[src/sv/sawr_pkg.sv]
// Shared constants, codes and control types for the two-port stop-and-wait ARQ router.
`default_nettype none

package sawr_pkg;

  localparam int QUEUE_DEPTH_DEF = 16;
  localparam int TAG_BITS_DEF    = 16;

  localparam int IN_TAG_W = 16;
  localparam int RND_W    = 16;
  localparam int THR_W    = 17;
  localparam logic [THR_W-1:0] THR_RESET = 17'd32768;

  typedef enum logic [1:0] {
    CMD_NEW  = 2'd0,
    CMD_DATA = 2'd1,
    CMD_ACK  = 2'd2,
    CMD_NAK  = 2'd3
  } cmd_t;

  typedef enum logic [1:0] {
    KIND_DATA = 2'd0,
    KIND_ACK  = 2'd1,
    KIND_NAK  = 2'd2
  } kind_t;

  typedef enum logic [1:0] {
    ST_IDLE,
    ST_DECIDE,
    ST_SEND_A,
    ST_SEND_B
  } state_t;

  // controller -> datapath
  typedef struct packed {
    logic load;
    logic decide;
    logic sel_b;
  } ctrl_cmd_t;

  // datapath -> controller
  typedef struct packed {
    logic has_a;
    logic has_b;
    logic pend_b;
  } ctrl_sts_t;

endpackage

`default_nettype wire

[src/sv/sawr_if.sv]
// Valid/ready channel interfaces for the router's request and result streams.
`default_nettype none

interface sawr_req_if;
  logic                          valid;
  logic                          ready;
  logic [1:0]                    command;
  logic                          arrival_port;
  logic                          bit_error;
  logic [sawr_pkg::IN_TAG_W-1:0] packet_tag;
  logic [sawr_pkg::RND_W-1:0]    random_value;
  logic                          busy_port0;
  logic                          busy_port1;

  modport source (
    output valid, command, arrival_port, bit_error, packet_tag, random_value,
           busy_port0, busy_port1,
    input  ready
  );
  modport sink (
    input  valid, command, arrival_port, bit_error, packet_tag, random_value,
           busy_port0, busy_port1,
    output ready
  );
endinterface

interface sawr_rsp_if;
  logic                          valid;
  logic                          ready;
  logic                          out_port;
  logic [1:0]                    out_kind;
  logic [sawr_pkg::IN_TAG_W-1:0] out_tag;
  logic                          last_result;

  modport source (
    output valid, out_port, out_kind, out_tag, last_result,
    input  ready
  );
  modport sink (
    input  valid, out_port, out_kind, out_tag, last_result,
    output ready
  );
endinterface

`default_nettype wire

[src/sv/sawr_ram.sv]
// Generic single-write, single-read RAM with registered read data.
`default_nettype none

module sawr_ram #(
  parameter  int WIDTH = 16,
  parameter  int DEPTH = 32,
  localparam int AW    = $clog2(DEPTH)
) (
  input  wire logic             clk,
  input  wire logic             wr_en,
  input  wire logic [AW-1:0]    wr_addr,
  input  wire logic [WIDTH-1:0] wr_data,
  input  wire logic             rd_en,
  input  wire logic [AW-1:0]    rd_addr,
  output logic      [WIDTH-1:0] rd_data
);

  logic [WIDTH-1:0] mem [DEPTH];

  always_ff @(posedge clk) begin
    if (wr_en) begin
      mem[wr_addr] <= wr_data;
    end
    if (rd_en) begin
      rd_data <= mem[rd_addr];
    end
  end

endmodule

`default_nettype wire

[src/sv/sawr_ctrl.sv]
// Controller state machine: input/result handshakes and sequencing of one transaction.
`default_nettype none

module sawr_ctrl (
  input  wire logic                clk,
  input  wire logic                rst,
  input  wire logic                req_valid,
  output logic                     req_ready,
  output logic                     rsp_valid,
  input  wire logic                rsp_ready,
  output sawr_pkg::ctrl_cmd_t      ctl,
  input  wire sawr_pkg::ctrl_sts_t sts
);

  sawr_pkg::state_t state, state_next;

  always_ff @(posedge clk) begin
    if (rst) begin
      state <= sawr_pkg::ST_IDLE;
    end else begin
      state <= state_next;
    end
  end

  always_comb begin
    state_next = state;
    req_ready  = 1'b0;
    rsp_valid  = 1'b0;
    ctl        = '0;
    case (state)
      sawr_pkg::ST_IDLE: begin
        req_ready = 1'b1;
        ctl.load  = req_valid;
        if (req_valid) begin
          state_next = sawr_pkg::ST_DECIDE;
        end
      end
      sawr_pkg::ST_DECIDE: begin
        ctl.decide = 1'b1;
        if (sts.has_a) begin
          state_next = sawr_pkg::ST_SEND_A;
        end else if (sts.has_b) begin
          state_next = sawr_pkg::ST_SEND_B;
        end else begin
          state_next = sawr_pkg::ST_IDLE;
        end
      end
      sawr_pkg::ST_SEND_A: begin
        rsp_valid = 1'b1;
        if (rsp_ready) begin
          state_next = sts.pend_b ? sawr_pkg::ST_SEND_B : sawr_pkg::ST_IDLE;
        end
      end
      sawr_pkg::ST_SEND_B: begin
        rsp_valid = 1'b1;
        ctl.sel_b = 1'b1;
        if (rsp_ready) begin
          state_next = sawr_pkg::ST_IDLE;
        end
      end
      default: begin
        state_next = sawr_pkg::ST_IDLE;
      end
    endcase
  end

  // one transaction in flight: never take input while a result is pending
  a_no_overlap: assert property (@(posedge clk) disable iff (rst)
    !(req_ready && rsp_valid))
    else $error("input accepted while a result is pending");

  // the decide strobe that updates the queues is high for a single cycle per transaction
  a_decide_once: assert property (@(posedge clk) disable iff (rst)
    ctl.decide |=> !ctl.decide)
    else $error("decide held for more than one cycle");

endmodule

`default_nettype wire

[src/sv/sawr_dp.sv]
// Datapath: item latch, route choice, per-port tag FIFO pointers, tag RAM, result mux.
`default_nettype none

module sawr_dp #(
  parameter int QUEUE_DEPTH = sawr_pkg::QUEUE_DEPTH_DEF,
  parameter int TAG_BITS    = sawr_pkg::TAG_BITS_DEF
) (
  input  wire logic                          clk,
  input  wire logic                          rst,
  input  wire logic [1:0]                    command,
  input  wire logic                          arrival_port,
  input  wire logic                          bit_error,
  input  wire logic [sawr_pkg::IN_TAG_W-1:0] packet_tag,
  input  wire logic [sawr_pkg::RND_W-1:0]    random_value,
  input  wire logic                          busy_port0,
  input  wire logic                          busy_port1,
  input  wire logic                          cfg_wen,
  input  wire logic [sawr_pkg::THR_W-1:0]    cfg_wdata,
  input  wire sawr_pkg::ctrl_cmd_t           ctl,
  output sawr_pkg::ctrl_sts_t                sts,
  output logic                               out_port,
  output logic [1:0]                         out_kind,
  output logic [sawr_pkg::IN_TAG_W-1:0]      out_tag,
  output logic                               last_result
);

  localparam int IW        = $clog2(QUEUE_DEPTH);
  localparam int CW        = $clog2(QUEUE_DEPTH + 1);
  localparam int AW        = IW + 1;
  localparam int RAM_DEPTH = 2 ** AW;
  localparam logic [CW-1:0] Q_CNT  = CW'(QUEUE_DEPTH);
  localparam logic [IW-1:0] Q_LAST = IW'(QUEUE_DEPTH - 1);
  localparam logic [IW:0]   Q_SUM  = AW'(QUEUE_DEPTH);

  // latched transaction
  logic [1:0]                    it_cmd;
  logic                          it_port;
  logic                          it_err;
  logic [sawr_pkg::IN_TAG_W-1:0] it_tag;
  logic [sawr_pkg::RND_W-1:0]    it_rnd;
  logic [1:0]                    it_busy;

  logic [sawr_pkg::THR_W-1:0] thr;
  logic [IW-1:0]              head0, head1;
  logic [CW-1:0]              count0, count1;
  logic                       pend_b;

  // decided results
  sawr_pkg::kind_t     a_kind_q;
  logic                a_port_q;
  logic                b_port_q;
  logic                b_ram_q;
  logic [TAG_BITS-1:0] b_tag_q;

  logic                route_port;
  logic [CW-1:0]       r_cnt, a_cnt;
  logic [IW-1:0]       r_head, a_head, head_inc, tail, rd_idx;
  logic [IW:0]         tail_sum;
  logic                r_busy, a_busy;
  logic [TAG_BITS-1:0] tag_st, ram_rd, b_tag;
  logic                route_en, enq, pop, rd_en;
  logic                has_a, has_b, b_ram, b_port;
  sawr_pkg::kind_t     a_kind;

  always_comb begin
    route_port = ({1'b0, it_rnd} < thr) ? 1'b0 : 1'b1;
    r_cnt      = route_port ? count1 : count0;
    r_head     = route_port ? head1 : head0;
    r_busy     = route_port ? it_busy[1] : it_busy[0];
    a_cnt      = it_port ? count1 : count0;
    a_head     = it_port ? head1 : head0;
    a_busy     = it_port ? it_busy[1] : it_busy[0];
    tail_sum   = {1'b0, r_head} + {1'b0, r_cnt[IW-1:0]};
    tail       = (tail_sum >= Q_SUM) ? IW'(tail_sum - Q_SUM) : tail_sum[IW-1:0];
    head_inc   = (a_head == Q_LAST) ? '0 : a_head + 1'b1;
  end

  // tag masked to the stored width
  always_comb begin
    tag_st = '0;
    for (int i = 0; i < TAG_BITS && i < sawr_pkg::IN_TAG_W; i++) begin
      tag_st[i] = it_tag[i];
    end
  end

  always_comb begin
    route_en = 1'b0;
    enq      = 1'b0;
    pop      = 1'b0;
    rd_en    = 1'b0;
    rd_idx   = a_head;
    has_a    = 1'b0;
    a_kind   = sawr_pkg::KIND_ACK;
    has_b    = 1'b0;
    b_ram    = 1'b0;
    b_port   = it_port;
    case (sawr_pkg::cmd_t'(it_cmd))
      sawr_pkg::CMD_NEW: begin
        route_en = 1'b1;
      end
      sawr_pkg::CMD_DATA: begin
        has_a    = 1'b1;
        a_kind   = it_err ? sawr_pkg::KIND_NAK : sawr_pkg::KIND_ACK;
        route_en = !it_err;
      end
      sawr_pkg::CMD_ACK: begin
        if (a_cnt != '0) begin
          pop = 1'b1;
          // send the new head, if one remains and the port is not busy
          if (a_cnt > CW'(1)) begin
            rd_en  = 1'b1;
            rd_idx = head_inc;
            has_b  = !a_busy;
            b_ram  = 1'b1;
          end
        end
      end
      sawr_pkg::CMD_NAK: begin
        if (a_cnt != '0) begin
          rd_en = 1'b1;
          has_b = !a_busy;
          b_ram = 1'b1;
        end
      end
      default: begin
        route_en = 1'b0;
      end
    endcase
    // a full queue drops the packet; an empty one sends it straight away if its port is not busy
    if (route_en && r_cnt != Q_CNT) begin
      enq = 1'b1;
      if (r_cnt == '0 && !r_busy) begin
        has_b  = 1'b1;
        b_port = route_port;
      end
    end
  end

  always_ff @(posedge clk) begin
    if (rst) begin
      thr    <= sawr_pkg::THR_RESET;
      head0  <= '0;
      head1  <= '0;
      count0 <= '0;
      count1 <= '0;
      pend_b <= 1'b0;
    end else begin
      if (cfg_wen) begin
        thr <= cfg_wdata;
      end
      if (ctl.decide) begin
        pend_b <= has_b;
        if (enq) begin
          if (route_port) begin
            count1 <= count1 + 1'b1;
          end else begin
            count0 <= count0 + 1'b1;
          end
        end
        if (pop) begin
          if (it_port) begin
            head1  <= head_inc;
            count1 <= count1 - 1'b1;
          end else begin
            head0  <= head_inc;
            count0 <= count0 - 1'b1;
          end
        end
      end
    end
  end

  always_ff @(posedge clk) begin
    if (ctl.load) begin
      it_cmd  <= command;
      it_port <= arrival_port;
      it_err  <= bit_error;
      it_tag  <= packet_tag;
      it_rnd  <= random_value;
      it_busy <= {busy_port1, busy_port0};
    end
    if (ctl.decide) begin
      a_kind_q <= a_kind;
      a_port_q <= it_port;
      b_port_q <= b_port;
      b_ram_q  <= b_ram;
      b_tag_q  <= tag_st;
    end
  end

  sawr_ram #(
    .WIDTH (TAG_BITS),
    .DEPTH (RAM_DEPTH)
  ) u_tag_ram (
    .clk     (clk),
    .wr_en   (ctl.decide & enq),
    .wr_addr ({route_port, tail}),
    .wr_data (tag_st),
    .rd_en   (ctl.decide & rd_en),
    .rd_addr ({it_port, rd_idx}),
    .rd_data (ram_rd)
  );

  assign b_tag = b_ram_q ? ram_rd : b_tag_q;

  always_comb begin
    out_tag = '0;
    if (ctl.sel_b) begin
      for (int i = 0; i < TAG_BITS && i < sawr_pkg::IN_TAG_W; i++) begin
        out_tag[i] = b_tag[i];
      end
    end
  end

  assign out_port    = ctl.sel_b ? b_port_q : a_port_q;
  assign out_kind    = ctl.sel_b ? sawr_pkg::KIND_DATA : a_kind_q;
  assign last_result = ctl.sel_b | ~pend_b;

  assign sts.has_a  = has_a;
  assign sts.has_b  = has_b;
  assign sts.pend_b = pend_b;

  a_count_bound: assert property (@(posedge clk) disable iff (rst)
    (count0 <= Q_CNT) && (count1 <= Q_CNT))
    else $error("queue occupancy above depth");

  a_head_bound: assert property (@(posedge clk) disable iff (rst)
    (head0 <= Q_LAST) && (head1 <= Q_LAST))
    else $error("queue head out of range");

  a_ptr_hold: assert property (@(posedge clk) disable iff (rst)
    !ctl.decide |=> ($stable(count0) && $stable(count1) && $stable(head0) && $stable(head1)))
    else $error("queue pointers moved outside a decide cycle");

endmodule

`default_nettype wire

[src/sv/stop_and_wait_arq_two_port_router.sv]
// Top level: two-port stop-and-wait ARQ router, controller plus datapath.
// One item at a time: a new input is taken only after the results of the last one are taken.
// Reset (rst, synchronous): both queues empty, heads at 0, threshold 32768.
// The tag RAM is not cleared; only entries written since reset are read.
`default_nettype none

module stop_and_wait_arq_two_port_router #(
  parameter int QUEUE_DEPTH = sawr_pkg::QUEUE_DEPTH_DEF,
  parameter int TAG_BITS    = sawr_pkg::TAG_BITS_DEF
) (
  input  wire logic                       clk,
  input  wire logic                       rst,
  sawr_req_if.sink                        req,
  sawr_rsp_if.source                      rsp,
  input  wire logic                       cfg_wen,
  input  wire logic [sawr_pkg::THR_W-1:0] cfg_wdata
);

  sawr_pkg::ctrl_cmd_t ctl;
  sawr_pkg::ctrl_sts_t sts;

  sawr_ctrl u_ctrl (
    .clk       (clk),
    .rst       (rst),
    .req_valid (req.valid),
    .req_ready (req.ready),
    .rsp_valid (rsp.valid),
    .rsp_ready (rsp.ready),
    .ctl       (ctl),
    .sts       (sts)
  );

  sawr_dp #(
    .QUEUE_DEPTH (QUEUE_DEPTH),
    .TAG_BITS    (TAG_BITS)
  ) u_dp (
    .clk          (clk),
    .rst          (rst),
    .command      (req.command),
    .arrival_port (req.arrival_port),
    .bit_error    (req.bit_error),
    .packet_tag   (req.packet_tag),
    .random_value (req.random_value),
    .busy_port0   (req.busy_port0),
    .busy_port1   (req.busy_port1),
    .cfg_wen      (cfg_wen),
    .cfg_wdata    (cfg_wdata),
    .ctl          (ctl),
    .sts          (sts),
    .out_port     (rsp.out_port),
    .out_kind     (rsp.out_kind),
    .out_tag      (rsp.out_tag),
    .last_result  (rsp.last_result)
  );

endmodule

`default_nettype wire
[src/flat_wrapper.sv]
// flat-port wrapper written by rule: the top's interface ports become plain ports
module stop_and_wait_arq_two_port_router_flat 
#(
  parameter int QUEUE_DEPTH = sawr_pkg::QUEUE_DEPTH_DEF,
  parameter int TAG_BITS    = sawr_pkg::TAG_BITS_DEF
)
  (clk, rst, cfg_wen, cfg_wdata, req_valid, req_command, req_arrival_port, req_bit_error, req_packet_tag, req_random_value, req_busy_port0, req_busy_port1, req_ready, rsp_valid, rsp_out_port, rsp_out_kind, rsp_out_tag, rsp_last_result, rsp_ready);
  sawr_req_if req_i ();
  sawr_rsp_if rsp_i ();
  input  wire logic clk;
  input  wire logic rst;
  input  wire logic cfg_wen;
  input  wire logic [sawr_pkg::THR_W-1:0] cfg_wdata;
  input wire logic [$bits(req_i.valid)-1:0] req_valid;
  input wire logic [$bits(req_i.command)-1:0] req_command;
  input wire logic [$bits(req_i.arrival_port)-1:0] req_arrival_port;
  input wire logic [$bits(req_i.bit_error)-1:0] req_bit_error;
  input wire logic [$bits(req_i.packet_tag)-1:0] req_packet_tag;
  input wire logic [$bits(req_i.random_value)-1:0] req_random_value;
  input wire logic [$bits(req_i.busy_port0)-1:0] req_busy_port0;
  input wire logic [$bits(req_i.busy_port1)-1:0] req_busy_port1;
  output wire logic [$bits(req_i.ready)-1:0] req_ready;
  output wire logic [$bits(rsp_i.valid)-1:0] rsp_valid;
  output wire logic [$bits(rsp_i.out_port)-1:0] rsp_out_port;
  output wire logic [$bits(rsp_i.out_kind)-1:0] rsp_out_kind;
  output wire logic [$bits(rsp_i.out_tag)-1:0] rsp_out_tag;
  output wire logic [$bits(rsp_i.last_result)-1:0] rsp_last_result;
  input wire logic [$bits(rsp_i.ready)-1:0] rsp_ready;
  assign req_i.valid = req_valid;
  assign req_i.command = req_command;
  assign req_i.arrival_port = req_arrival_port;
  assign req_i.bit_error = req_bit_error;
  assign req_i.packet_tag = req_packet_tag;
  assign req_i.random_value = req_random_value;
  assign req_i.busy_port0 = req_busy_port0;
  assign req_i.busy_port1 = req_busy_port1;
  assign req_ready = req_i.ready;
  assign rsp_valid = rsp_i.valid;
  assign rsp_out_port = rsp_i.out_port;
  assign rsp_out_kind = rsp_i.out_kind;
  assign rsp_out_tag = rsp_i.out_tag;
  assign rsp_last_result = rsp_i.last_result;
  assign rsp_i.ready = rsp_ready;
  stop_and_wait_arq_two_port_router #(.QUEUE_DEPTH(QUEUE_DEPTH), .TAG_BITS(TAG_BITS)) u_core (.clk(clk), .rst(rst), .req(req_i), .rsp(rsp_i), .cfg_wen(cfg_wen), .cfg_wdata(cfg_wdata));
endmodule
[config.mk]
export PLATFORM = sky130hd
export DESIGN_NAME = stop_and_wait_arq_two_port_router_flat
export DESIGN_NICKNAME = d
export VERILOG_FILES = /design/src/sv/sawr_pkg.sv /design/src/sv/sawr_if.sv /design/src/sv/sawr_ram.sv /design/src/sv/sawr_ctrl.sv /design/src/sv/sawr_dp.sv /design/src/sv/stop_and_wait_arq_two_port_router.sv /design/src/flat_wrapper.sv
export SDC_FILE = /design/constraint.sdc
export NUM_CORES = 1
export LEC_CHECK = 0
export BUFFER_PORTS_ARGS = -buffer_cell sky130_fd_sc_hd__buf_2
export CORE_ASPECT_RATIO = 1.2
export CORE_MARGIN = 5
export CORE_UTILIZATION = 25
export DETAILED_ROUTE_END_ITERATION = 10
export GPL_TIMING_DRIVEN = 0
export HOLD_SLACK_MARGIN = 0.15
export MAX_ROUTING_LAYER = met4
export SETUP_SLACK_MARGIN = 0.1
export SLEW_MARGIN = 20
export SYNTH_ARGS = -nofsm -noshare
export SYNTH_HDL_FRONTEND = slang
export SYNTH_HIERARCHICAL = 1
export SYNTH_SLANG_ARGS = --single-unit
[constraint.sdc]
create_clock -name clk -period 4.35 [get_ports clk]
set_clock_uncertainty 0.05 [all_clocks]
set_input_delay 0.435 -clock clk [delete_from_list [all_inputs] [get_ports clk]]
set_output_delay 0.435 -clock clk [all_outputs]
set_load 0.01 [all_outputs]
==> Word-level counts from Yosys, hierarchy flattened <==
Memory sizes are Yosys's and may differ from the RTL's. A register that Yosys moved wholly into a read port is not among the register bits.
Cells that the tools add are included.
{ "word_totals": {"ram_bits": 512, "elab_cells": 113, "mem_count": 1, "in_bits": 60, "register_bits": 97} }
{ "op_classes": {"bitwise": 5, "reduce_logical": 13, "order_cmp": 3, "eq_ne": 11, "n_mux": 55, "addsub": 7} }
{ "mem_list": {"columns": ["name", "words", "width", "read_ports", "rd_ports_with_merged_regs", "write_ports", "line", "source"], "rows": [
  ["u_core.u_dp.u_tag_ram.mem", 32, 16, 1, 1, 1, "sawr_ram.sv:18", "logic [WIDTH-1:0] mem [DEPTH];"]
]} }
{ "ops": {"columns": ["cell", "count"], "rows": [
  ["5-bit 2-to-1 mux", 10],
  ["16-bit 2-to-1 mux", 2],
  ["4-bit 2-to-1 mux", 7],
  ["1-bit 2-to-1 mux", 24],
  ["16-bit by 17-bit less-than comparator with 1-bit output", 1],
  ["2-bit 2-to-1 mux", 8],
  ["5-bit by 1-bit adder with 5-bit output (second input constant)", 2],
  ["5-bit by 1-bit subtractor with 5-bit output (second input constant)", 2],
  ["3-bit AND reduction", 3],
  ["2-bit == test (second input constant)", 4],
  ["2-bit case mux with 4 select lines", 1],
  ["2-bit inequality test (second input constant)", 3],
  ["1-bit case mux with 2 select lines", 3],
  ["4-bit by 4-bit adder with 5-bit output", 1],
  ["5-bit >= comparator (second input constant)", 1],
  ["5-bit by 1-bit greater-than comparator with 1-bit output (second input constant)", 1],
  ["5-bit zero test", 1],
  ["5-bit inequality test (second input constant)", 1],
  ["5-bit nonzero test", 1],
  ["4-bit by 1-bit adder with 4-bit output (second input constant)", 1],
  ["2-bit by 1-bit == test with 1-bit output (second input constant)", 2],
  ["4-bit == test (second input constant)", 1],
  ["2-bit zero test", 2],
  ["4-bit by 1-bit subtractor with 4-bit output (second input constant)", 1],
  ["6 further kinds", 11]
]} }

==> Logic depth before layout (Yosys ltp) <==
Gate-level depths: netlist (run 1).
{ "logic_depth": {"word_depth": 10, "mapped_depth": 17, "mapped_depth_nobuf": 16} }

==> By module <==
Netlist (run 1), hierarchy kept.
{ "by_module_without_submodules": {"columns": ["module", "area_per_inst_um2", "cells_per_inst", "seq_area_each_um2", "instances"], "rows": [
  ["sawr_ram", 20694.8, 1143, 15855.2, 1],
  ["sawr_dp", 4730.8, 429, 2492.4, 1],
  ["sawr_ctrl", 146.4, 20, 40.0, 1]
]} }

==> Worst setup path after synthesis (run 1) <==
Ideal clock, no wire load.
{ "synth_timing": {"kind": "reg-to-reg", "from": "register u_core/u_dp/it_rnd[15] (netlist bit)", "to": "memory u_core.u_dp.u_tag_ram.mem[10][0] (enable)", "path_slack_ps": -368, "setup_ps": 388, "period_less_slack_ps": 4718, "path_stages_with_launch": 14, "arrival_time_ps": 4280, "required_time_ps": 3912, "path_cell_list": "edfxtp_1 > ha_1 > nand4b_4 > or4_4 > o211a_1 > buf_6 > clkbuf_1 > o21ai_0 > ha_1 > a21o_1 > a21oi_1 > xnor2_1 > or3b_2 > nor2_1"} }
{ "synth_rtl": {"columns": ["element", "line", "source"], "rows": [
  ["from (decl)", "sawr_dp.sv:40", "logic [sawr_pkg::RND_W-1:0] it_rnd;"],
  ["from (signal assigned)", "sawr_dp.sv:179", "it_rnd <= random_value;"],
  ["16-bit by 17-bit less-than comparator with 1-bit output (*)", "sawr_dp.sv:66", "route_port = ({1'b0, it_rnd} < thr) ? 1'b0 : 1'b1;"],
  ["4-bit 2-to-1 mux or 5-bit 2-to-1 mux (tied branches)", "sawr_dp.sv:68, sawr_dp.sv:67", null],
  ["4-bit by 4-bit adder with 5-bit output (*)", "sawr_dp.sv:73", "tail_sum = {1'b0, r_head} + {1'b0, r_cnt[IW-1:0]};"],
  ["4-bit by 1-bit subtractor with 4-bit output or 5-bit >= comparator (tied branches)", "sawr_dp.sv:74", "tail = (tail_sum >= Q_SUM) ? IW'(tail_sum - Q_SUM) : tail_sum[IW-1:0];"],
  ["4-bit 2-to-1 mux (*)", "sawr_dp.sv:74", null],
  ["named net u_core.u_dp.tail[3]", "sawr_dp.sv:57", "logic [IW-1:0] r_head, a_head, head_inc, tail, rd_idx;"],
  ["to (decl)", "sawr_ram.sv:18", null]
]} }
The timed path passes the listed nets; every way through them passes the cells marked *.

==> Worst setup path after layout (run 1) <==
{ "layout_timing": {"from": "register u_core/u_dp/it_rnd[14] (netlist bit)", "to": "memory u_core.u_dp.u_tag_ram.mem[8][15] (enable)"} }
{ "layout_rtl": {"columns": ["element", "line", "source"], "rows": [
  ["16-bit by 17-bit less-than comparator with 1-bit output", "sawr_dp.sv:66", null],
  ["1-bit 2-to-1 mux", "sawr_dp.sv:66", null],
  ["named net u_core.u_dp.route_port", "sawr_dp.sv:55", "logic route_port;"]
]} }
The timed path passes the listed nets, and every way through them passes these cells.

==> results of run 1 <==
[synth_stat cells (3+ instances only)]
library cell / number / area share (%)
or4_1: 3 / 0.088
xnor2_1: 4 / 0.14
buf_2: 19 / 0.37
nand2b_1: 5 / 0.12
nor2b_1: 31 / 0.76
nor2_1: 73 / 1.1
buf_6: 7 / 0.31
and3_1: 3 / 0.073
nor4_1: 3 / 0.073
nand3b_1: 6 / 0.18
and2_1: 5 / 0.12
buf_4: 22 / 0.65
o211ai_1: 3 / 0.088
o21ai_0: 11 / 0.22
nor3_1: 21 / 0.41
o311ai_0: 3 / 0.10
nand2_1: 73 / 1.1
a31oi_1: 22 / 0.54
edfxtp_1: 587 / 69
a21o_1: 4 / 0.12
a211oi_1: 4 / 0.12
inv_1: 26 / 0.38
a21oi_1: 49 / 0.96
ha_1: 23 / 1.1
mux2i_1: 301 / 12
clkbuf_1: 30 / 0.44
a22oi_1: 64 / 1.9
a22o_1: 32 / 1.1
mux2_2: 9 / 0.40
buf_8: 6 / 0.35
nand4_1: 21 / 0.51
or2_2: 3 / 0.073
buf_12: 5 / 0.39
or3b_2: 3 / 0.10
dfxtp_1: 38 / 3.0
nand3_1: 40 / 0.78
[state kept, by name, summed over array words and instances (netlist names), 4 cells and up]
name / count
u_core/u_dp/count0: 5
u_core/u_dp/it_tag: 16
u_core/u_dp/head0: 4
u_core/u_dp/b_tag_q: 16
u_core/u_dp/head1: 4
u_core/u_dp/it_rnd: 16
u_core/u_dp/thr: 17
u_core/u_dp/u_tag_ram/rd_data: 16
u_core/u_dp/count1: 5
u_core/u_dp/u_tag_ram/mem: 512
[critical path, delay by kind of cell (launching register included)]
family,cells,cell delay [ps]
adder cells (fa/ha/maj),2,550
XOR/XNOR,1,200
AND/OR/NAND/NOR,6,1550
buffers and inverters,3,420
AO/OA/AOI/OAI,3,670
flip-flops,1,420
[metal layers]
| layer | track usage, % | up-vias |
|---|---|---|
| met2 | 22.2 | 404 |
| met5 | - | - |
| li1 | - | 6739 |
| met4 | 3.90 | 0 |
| met3 | 1.49 | 107 |
| met1 | 13.9 | 7401 |
[through the flow]
step                setup WS, ps  TNS, ps  std cells  cell area [sq um]  power, mW
finish                       209        0       3285              31900       13.4
global route                 100        0       3284              31900       13.8
CTS                          101        0       3275              31700       13.5
detailed placement          -973  -403990       3056              28100       7.98
global placement           -1270  -419420       3037              27800       7.91
floorplan                  -57.3    -8960       1592              25700       7.54
[layout by cell type, fill, tap and decap left out, types with 6 or more instances in the layout]
cell             n
nand3_1         38
clkbuf_1        35
clkinv_1        12
nor2_1          41
a21oi_1         48
nand2_1         72
nor3_1          21
mux2i_1        301
buf_2           98
nor2b_1         31
bufinv_16       10
mux2_2           9
inv_1           25
a22oi_1         64
a22o_1          32
buf_8           22
o21ai_0          9
nor2_4          31
dfxtp_1         38
nand4_1         21
edfxtp_1       587
ha_1            21
buf_4           51
clkinv_2        10
clkbuf_16       61
dlygate4sd3_1   58
nand3b_1         6
buf_6            8
a31oi_2          6
buf_12          34
a31oi_1         16
[final cells by class]
cell class	instances	area, sq um
Fill cell	9854	69600
Sequential cell	625	18400
Multi-Input combinational cell	850	6830
Timing Repair Buffer	216	2110
Tap cell	1365	1710
Clock buffer	69	1550
Buffer	89	663
Clock inverter	44	549
Inverter	26	103
Antenna cell	1	2.50
[repair_timing]
action	CTS	global route
pin swaps	32	8
gates cloned	0	1
setup buffers	50	6
hold buffers	58	0
setup endpoints to repair	522	462
endpoints found under the hold margin	57	0
gates resized for setup	47	12
[logic make-up (layout without fill, tap and decap cells)]
group | Yosys count | count (layout) | synth area share, %
other cells | 0 | 1 | 0
mux | 311 | 311 | 12.2
flops | 625 | 625 | 71.9
fa+ha+maj | 24 | 24 | 1.20
buf+inv | 117 | 444 | 2.92
compound gates | 206 | 206 | 5.60
xor+xnor | 6 | 6 | 0.205
simple gates | 303 | 303 | 5.94
[where the power goes]
part / total, mW / switching, mW / internal, mW
clock network: 5.44 / 2.27 / 3.17
logic: 1.08 / 0.636 / 0.444
registers: 6.87 / 0.120 / 6.75
[how the worst max path moves through the flow]
stage | start | end | slack, ps | cells after the start
6_report | u_core/u_dp/it_rnd[14]$_DFFE_PP_ | u_core/u_dp/u_tag_ram/mem[8][15]$_DFFE_PP_ | 210 | 15
5_1_grt | u_core/u_dp/it_rnd[15]$_DFFE_PP_ | u_core/u_dp/u_tag_ram/mem[8][0]$_DFFE_PP_ | 100 | 15
4_1_cts | u_core/u_dp/it_port$_DFFE_PP_ | u_core/u_dp/u_tag_ram/rd_data[9]$_DFFE_PP_ | 100 | 12
3_5_place_dp | u_core/u_dp/it_rnd[12]$_DFFE_PP_ | u_core/u_dp/u_tag_ram/mem[20][10]$_DFFE_PP_ | -970 | 13
3_3_place_gp | u_core/u_dp/it_rnd[12]$_DFFE_PP_ | u_core/u_dp/u_tag_ram/mem[21][6]$_DFFE_PP_ | -1270 | 13
2_1_floorplan | u_core/u_dp/it_rnd[15]$_DFFE_PP_ | u_core/u_dp/u_tag_ram/mem[0][0]$_DFFE_PP_ | -60 | 13
==> qor.txt, run 1 <==
Reg2reg setup slack - 210 ps
Async set or reset register ratio after synthesis - 0%
Final Hold Fails - 0
Power Density - 420 nW/um^2
CP Data Required Time - 4650 ps
Crit path DAT - 4440 ps
Utilization after layout - 31.4%
Static leakage - 10.2 nW
R2r endpoint - u_core/u_dp/u_tag_ram/mem[8][15]$_DFFE_PP_
IO Pins - 82
Sinks on Clock Net - 625
Layout cell share with drive strength beyond 1 - 20.2%
Start of the worst register-to-register path - u_core/u_dp/it_rnd[14]$_DFFE_PP_
Clock Root Buffer - clkbuf_16
Synth cell types - 65
Fin. max-slew vios - 0
H-tree Lvls - 2
Worst min-delay path category - in2reg
Rows - 128
Drt drc - 0
Core area - 102,000 sq um
Die H - 360 microns
Crit path kind - reg2reg
Rel. slew slack - 27.5%
Syn Nets - 1,676
Status - completed
Crit end category - register
Routed vias - 14,700
Area of the mapped netlist - 25,600 sq um
CP max-delay cell - or4_4
Sequential area share after synthesis - 71.9%
Yosys Warn Count - 6
F_max - 241 MHz
Remaining antenna violation count after routing - 0
CTS buffer count - 60
Detailed-routing wirelength on met1 - 25,600 microns
CTS tree - built
WHS - 200 ps
Largest net degree at the start of global routing - 34
Initial antenna violation count - 0
WL per Instance - 20.1 microns
DR top layer - met4
Worst hold stages - 4
Routed wl met3 - 2820 microns
Setup violators final - 0
Mean number of vias per cell - 4.46
Die width - 302 microns
Tightest Pin Transition - 1090 ps
Initial Util - 25.2%
DP HPWL - 44,900 microns
Layout Nets - 1,952
Met2 wire len - 35,300 microns
Die area - 109,000 sq um
WHS Endpoint - u_core/u_ctrl/state[0]$_SDFFE_PP0P_
Initial DRC count - 1,121
Layout area overhead - 24.7%
Clock transition at path regs - 70 ps
Syn Inst Count - 1,592
Clk_lat worst skew - 630 ps
Gpl congestion - 0.835
Cells on worst reg2reg path - 15
Peak supply drop - 0.372 mV
Period utilization - 95.2%
RSZ-0062 raised after global routing - no
Hold Path Origin - req_valid
Total global routing overflow - 0
Overall routing resource usage - 12.2%
Worst Path Max Fanout - 9
Routed wire length - 66,000 microns
EDFF count, synth - 587
Yosys reg bits - 625
Detailed Routing Iterations Pass 1 - 5
Post-synthesis area per instance - 16.1 sq um
Startpoint types - register
Synth Flop Type - edfxtp_1
Vias in the first global route - 15,500
Clock buffer depth - 3
Fin crit period - 4140 ps
Port bufs - 80
MaxCap Viol Count - 0
Delay of the slowest critical-path stage - 550 ps
First-pass GRT wire length - 97,800 microns
Ordered list of cells on the worst path - ha_4, nand4b_4, or4_4, o211a_4, inv_6, buf_12, nand2_1, nand2_2, ha_1, a21o_1, a21oi_4, xnor2_4, or3b_4, nor2_4, clkbuf_16
Power figures use the tool's default switching activity.
==> inputs of run 2 (changes only) <==
--- a/config.mk
+++ b/config.mk
@@ -8,10 +8,9 @@
 export BUFFER_PORTS_ARGS = -buffer_cell sky130_fd_sc_hd__buf_2
 export CORE_ASPECT_RATIO = 1.2
 export CORE_MARGIN = 5
-export CORE_UTILIZATION = 25
+export CORE_UTILIZATION = 45
 export DETAILED_ROUTE_END_ITERATION = 10
 export GPL_TIMING_DRIVEN = 0
-export HOLD_SLACK_MARGIN = 0.15
 export MAX_ROUTING_LAYER = met4
 export SETUP_SLACK_MARGIN = 0.1
 export SLEW_MARGIN = 20
==> run 2 against run 1 <==
  * Total power fell by 4.1%
  * Maximum frequency down 1.4%
  * Critical path depth down 4
  * Clock power is 9.7% lower
  * Sequential share of layout area increased by 2.2 points
  * Highest routed layer unchanged
  * Design area down 3.6%
==> qor.txt, run 2 (synthesized netlist as in run 1, its figures left out) <==
Status - completed
Final Cell Area - 30,700 sq um (-3.6%)
Die H - 271 microns (-25%)
H-tree Lvls - 2 (unchanged)
CP top delay family - simple AND/OR/NAND/NOR gates
Largest net degree at the start of global routing - 34 (unchanged)
CP Data Required Time - 4580 ps (-70 ps)
Layout Nets - 1,931 (-1.1%)
WL per Instance - 23.9 microns (+19%)
Period utilization - 96.5% (+1.3 points)
Initial antenna violation count - 3 (+3)
Drt drc - 0 (unchanged)
Routed vias - 14,600 (-0.46%)
Crit path kind - reg2reg
CP max-delay cell - edfxtp_1
Overall routing resource usage - 20.8% (+8.6 points)
DP Area - 27,400 sq um (-2.6%)
Peak supply drop - 0.335 mV (-10%)
Initial Util - 45.6% (+20 points)
Initial DRC count - 1,142 (+1.9%)
Rows - 95 (-26%)
Fin. max-slew vios - 0 (unchanged)
Core area - 56,100 sq um (-45%)
Layout area overhead - 20.2%
WP buf/inv - 3 (unchanged)
Clock buffer depth - 3 (unchanged)
Port bufs - 80 (unchanged)
Power Density - 418 nW/um^2 (-0.45%)
Final Hold Fails - 0 (unchanged)
CTS tree - built
Tightest Pin Transition - 1090 ps (-1.63 ps)
Static leakage - 10.1 nW (-1.8%)
First-pass GRT wire length - 92,900 microns (-5.0%)
RSZ-0062 raised after global routing - yes
Crit path DAT - 4420 ps (-20 ps)
Mean number of vias per cell - 5.55 (+24%)
MaxCap Viol Count - 0 (unchanged)
Layout cell share with drive strength beyond 1 - 19.2% (-0.96 points)
Die width - 228 microns (-25%)
CTS buffer count - 61 (+1.7%)
Vias in the first global route - 14,900 (-3.8%)
Most common cell after layout, fill and taps aside - edfxtp_1
Startpoint types - register
Clk_lat worst skew - 620 ps (about the same)
Worst Path Max Fanout - 10 (+1)
Detailed Routing Iterations Pass 1 - 7 (+2)
Crit end category - register
Routed wire length - 62,900 microns (-4.7%)
Remaining antenna violation count after routing - 0 (unchanged)
Setup violators final - 0 (unchanged)
Sinks on Clock Net - 625 (unchanged)
Top Registers - u_core/u_dp/u_tag_ram/mem: 512 flops, u_core/u_dp/thr: 17 flops
Die area - 61,700 sq um (-43%)
Clock Root Buffer - clkbuf_16
F_max - 238 MHz (-1.4%)
Worst min-delay path category - in2reg
WHS - 30.0 ps (-170 ps)
Delay of the slowest critical-path stage - 590 ps (+40 ps)
DP HPWL - 42,700 microns (-4.8%)
Gpl congestion - 0.841 (+0.66%)
Rel. slew slack - 27.6% (+0.11 points)
Fin crit period - 4200 ps (+57.1 ps)
Clock transition at path regs - 60 ps (about the same)
Most frequent cells in the layout - edfxtp_1, mux2i_1, buf_2, nand2_1
IO Pins - 82 (unchanged)
Ordered list of cells on the worst path - clkbuf_2, nor4b_1, a21oi_1, nand2_1, mux2_2, nor2_4, buf_2, buf_2, nand2_1, a31oi_1, nand3_1
Biggest register - u_core/u_dp/u_tag_ram/mem
Max reg flops - 512 (unchanged)
Total global routing overflow - 0 (unchanged)
==> run 2: changes by cell type in the layout (fill, tap and decap cells not counted), sizes merged, moves of 4 or more <==
cell         before  now
dlygate4sd3      58   49
buf             217  204
diode             1    5
clkbuf           99  109
bufinv           10    2
==> run 2: final timing paths <==
kind                                    from                                          to  slack [ps]  cells after the start
min reg2reg  u_core/u_dp/thr[0]$_SDFFE_PP0P_             u_core/u_dp/thr[0]$_SDFFE_PP0P_         440                      2
min                            cfg_wdata[10]            u_core/u_dp/thr[10]$_SDFFE_PP0P_          30                      3
max            u_core/u_dp/it_port$_DFFE_PP_  u_core/u_dp/u_tag_ram/rd_data[3]$_DFFE_PP_         150                     11
max reg2reg    u_core/u_dp/it_port$_DFFE_PP_  u_core/u_dp/u_tag_ram/rd_data[3]$_DFFE_PP_         150                     11
==> run 2: repair_timing <==
item / 4_1_cts / 5_1_grt
setup endpoints to repair: 519 / 418
gates resized for setup: 49 / 16
buffers inserted: 37 / 3
hold endpoints to repair: 49 / 0
cloned: 0 / 1
pin swaps: 32 / 10
hold buffers: 49 / 0
==> run 2: tightest hold or removal path, cell delays in order <==
cell,delay [ps]
buf_2,70
mux2i_1,60
nor2_1,90
==> run 2: where the power goes <==
group,leakage [nW],total (mW),internal (mW),switching (mW)
combinational,3.54,1.06,0.438,0.625
sequential,5.62,6.87,6.75,0.115
clock,0.905,4.91,2.75,2.16
total,10.1,12.8,9.94,2.90
==> run 2: routing by layer <==
metal	wire length, microns	part of all wire (%)	vias up	global-route usage [%]
li1	-	-	6707	-
met2	31600	50	420	34.2
met3	3550	5.7	97	3.59
met5	0	0	-	-
met1	25500	40	7360	26.3
met4	2290	3.6	0	6.99
==> run 2: cell type report <==
| class | count | area [sq um] |
|---|---|---|
| timing repair buffer | 194 | 1970 |
| antenna | 5 | 12.5 |
| fill | 4461 | 25400 |
| clock buffer | 79 | 1640 |
| clock inverter | 32 | 201 |
| inverter | 26 | 100 |
| multi-input combinational | 850 | 6850 |
| sequential | 625 | 18400 |
| buffer | 89 | 666 |
| tap | 727 | 910 |
==> run 2: through the flow <==
| stage | TNS (ps) | worst slack (ps) | power [mW] | cells | utilization [%] |
|---|---|---|---|---|---|
| CTS | 0 | 100 | 12.9 | 2617 | 54.5 |
| global placement | -396240 | -1260 | 7.90 | 2399 | 48.1 |
| finish | 0 | 152 | 12.8 | 2627 | 54.8 |
| global route | 0 | 56.1 | 13.3 | 2627 | 54.8 |
| detailed placement | -376900 | -1050 | 7.97 | 2422 | 48.8 |
| floorplan | -8960 | -57.3 | 7.54 | 1592 | - |
==> inputs of run 3 (changes only) <==
==> constraint.sdc (replaced) <==
create_clock -name clk -period 4.8 [get_ports clk]
set_clock_uncertainty 0.05 [all_clocks]
set_input_delay 0.48 -clock clk [delete_from_list [all_inputs] [get_ports clk]]
set_output_delay 0.48 -clock clk [all_outputs]
set_load 0.01 [all_outputs]
==> run 3 against run 2 <==
  * Core utilization decreased by 0.83 points
  * Total power is 11% lower
  * Largest power group unchanged
  * Critical endpoint is now u_core/u_dp/u_tag_ram/mem[19][7]$_DFFE_PP_
  * Sequential power fell by 9.6%
  * Sequential share of layout area grew 0.92 points
  * Non-clock buffer count down 3
==> qor.txt, run 3 (synthesized netlist as in run 1, its figures left out) <==
Drt drc - 0 (unchanged)
DP Area - 27,700 sq um (+1.0%)
RSZ-0062 raised after global routing - no
Most common cell after layout, fill and taps aside - edfxtp_1
Rel. slew slack - 28.3% (+0.72 points)
Worst min-delay path category - in2reg
CTS tree - built
Startpoint types - register
Top Registers - u_core/u_dp/u_tag_ram/mem: 512 flops, u_core/u_dp/thr: 17 flops
Rows - 95 (unchanged)
Crit end category - register
Worst Path Max Fanout - 17 (+7)
Fin crit period - 4520 ps (+320 ps)
Die width - 228 microns (unchanged)
Die area - 61,700 sq um (unchanged)
Layout Nets - 1,925 (-0.31%)
Largest net degree at the start of global routing - 34 (unchanged)
Hold Path Origin - cfg_wdata[12]
Biggest register - u_core/u_dp/u_tag_ram/mem
Routed vias - 14,600 (+0.089%)
Power Density - 377 nW/um^2 (-9.8%)
Detailed Routing Iterations Pass 1 - 5 (-2)
Clock Root Buffer - clkbuf_16
H-tree Lvls - 2 (unchanged)
Gpl congestion - 0.839 (-0.24%)
F_max - 221 MHz (-7.1%)
Layout cell share with drive strength beyond 1 - 18.6% (-0.59 points)
Clk_lat worst skew - 620 ps (about the same)
Remaining antenna violation count after routing - 0 (unchanged)
Tot Pwr - 11.4 mW (-11%)
Max reg flops - 512 (unchanged)
Utilization after layout - 54.0% (-0.83 points)
WHS - 42.3 ps (+12.3 ps)
Most frequent cells in the layout - edfxtp_1, mux2i_1, buf_2, nand2_1, a22oi_1
Initial antenna violation count - 2 (-1)
Total global routing overflow - 0 (unchanged)
Crit path DAT - 4780 ps (+360 ps)
DP HPWL - 45,100 microns (+5.4%)
Crit path kind - reg2reg
Port bufs - 80 (unchanged)
WL per Instance - 24.4 microns (+2.0%)
Clock buffer depth - 3 (unchanged)
Overall routing resource usage - 21.2% (+0.40 points)
Layout area overhead - 18.4%
Peak supply drop - 0.291 mV (-13%)
Fill count - 4,521 (+1.3%)
Worst setup startpoint - u_core/u_dp/it_rnd[14]$_DFFE_PP_
Worst hold stages - 3 (unchanged)
Routed wire length - 63,800 microns (+1.5%)
Cells on worst reg2reg path - 15 (+4)
Setup TNS - 0 ps (unchanged)
Static leakage - 9.95 nW (-1.1%)
CP Data Required Time - 5060 ps (+480 ps)
Sinks on Clock Net - 625 (unchanged)
Initial DRC count - 1,011 (-11%)
Placement-stage worst setup slack - -757 ps (+291 ps)
Worst Setup Slack, final - 282 ps (+130 ps)
Period utilization - 94.1% (-2.4 points)
IO Pins - 82 (unchanged)
Setup violators final - 0 (unchanged)
First-pass GRT wire length - 94,000 microns (+1.1%)
Final Cell Area - 30,300 sq um (-1.5%)
Initial Util - 45.6% (unchanged)
Vias in the first global route - 14,900 (+0.30%)
Mean number of vias per cell - 5.59 (+0.63%)
Core area - 56,100 sq um (unchanged)
MaxCap Viol Count - 0 (unchanged)
Fin. max-slew vios - 0 (unchanged)
Count of non-filler cells in the finished layout - 2,613 (-0.53%)
Die H - 271 microns (unchanged)
Final Hold Fails - 0 (unchanged)
CTS buffer count - 58 (-4.9%)
Status - completed
Start of the worst register-to-register path - u_core/u_dp/it_rnd[14]$_DFFE_PP_
Tightest Pin Transition - 1070 ps (-10.9 ps)
Clock transition at path regs - 60 ps (about the same)
Inst Count DP - 2,446 (+0.99%)
run 3: power by group:
part | leakage [nW] | switching, mW | internal (mW) | total (mW)
combinational | 3.49 | 0.577 | 0.373 | 0.950
sequential | 5.62 | 0.0869 | 6.12 | 6.21
clock | 0.846 | 1.94 | 2.31 | 4.25
total | 9.95 | 2.61 | 8.80 | 11.4
run 3: cell type report:
class | instances | area [sq um] | share of cell area [%]
multi-input cells | 850 | 6700 | 22.1
flip-flops and latches | 625 | 18400 | 60.7
diodes | 1 | 2.50 | 0.00827
well taps | 727 | 910 | 3.00
plain buffers | 89 | 648 | 2.14
clock buffers | 78 | 1550 | 5.11
repair buffers | 191 | 1800 | 5.94
inverters | 26 | 97.6 | 0.322
clock inverters | 26 | 179 | 0.591
run 3: per-layer routing:
metal / up-vias / GRT usage [%] / routed length (microns)
met5: - / - / 0
met4: 0 / 9.13 / 3300
met3: 136 / 3.22 / 2990
met2: 403 / 35.4 / 32600
met1: 7382 / 25.6 / 25000
li1: 6676 / - / -
run 3: path summary, 6_finish.rpt:
path | slack [ps] | endpoint
max reg2reg | 280 | u_core/u_dp/u_tag_ram/mem[19][7]$_DFFE_PP_
min reg2reg | 440 | u_core/u_dp/thr[15]$_SDFFE_PP1P_
min | 40 | u_core/u_dp/thr[12]$_SDFFE_PP0P_
max | 280 | u_core/u_dp/u_tag_ram/mem[19][7]$_DFFE_PP_
run 3: timing repair:
action	CTS	global route
resized for setup	35	4
setup buffers	24	1
setup endpoints to repair	512	302
hold endpoints to repair	38	0
hold buffers	38	0
pin swaps	15	0
run 3: worst max-delay path: stages, from the launching register on:
cell,delay [ps]
edfxtp_1,370
ha_1,350
nand4b_4,120
or4_4,570
o211a_1,310
inv_2,150
buf_6,230
nand2_1,70
nand2_1,130
ha_1,250
a21o_1,190
a21oi_2,230
xnor2_4,170
or3b_4,500
nor2_4,250
buf_6,230
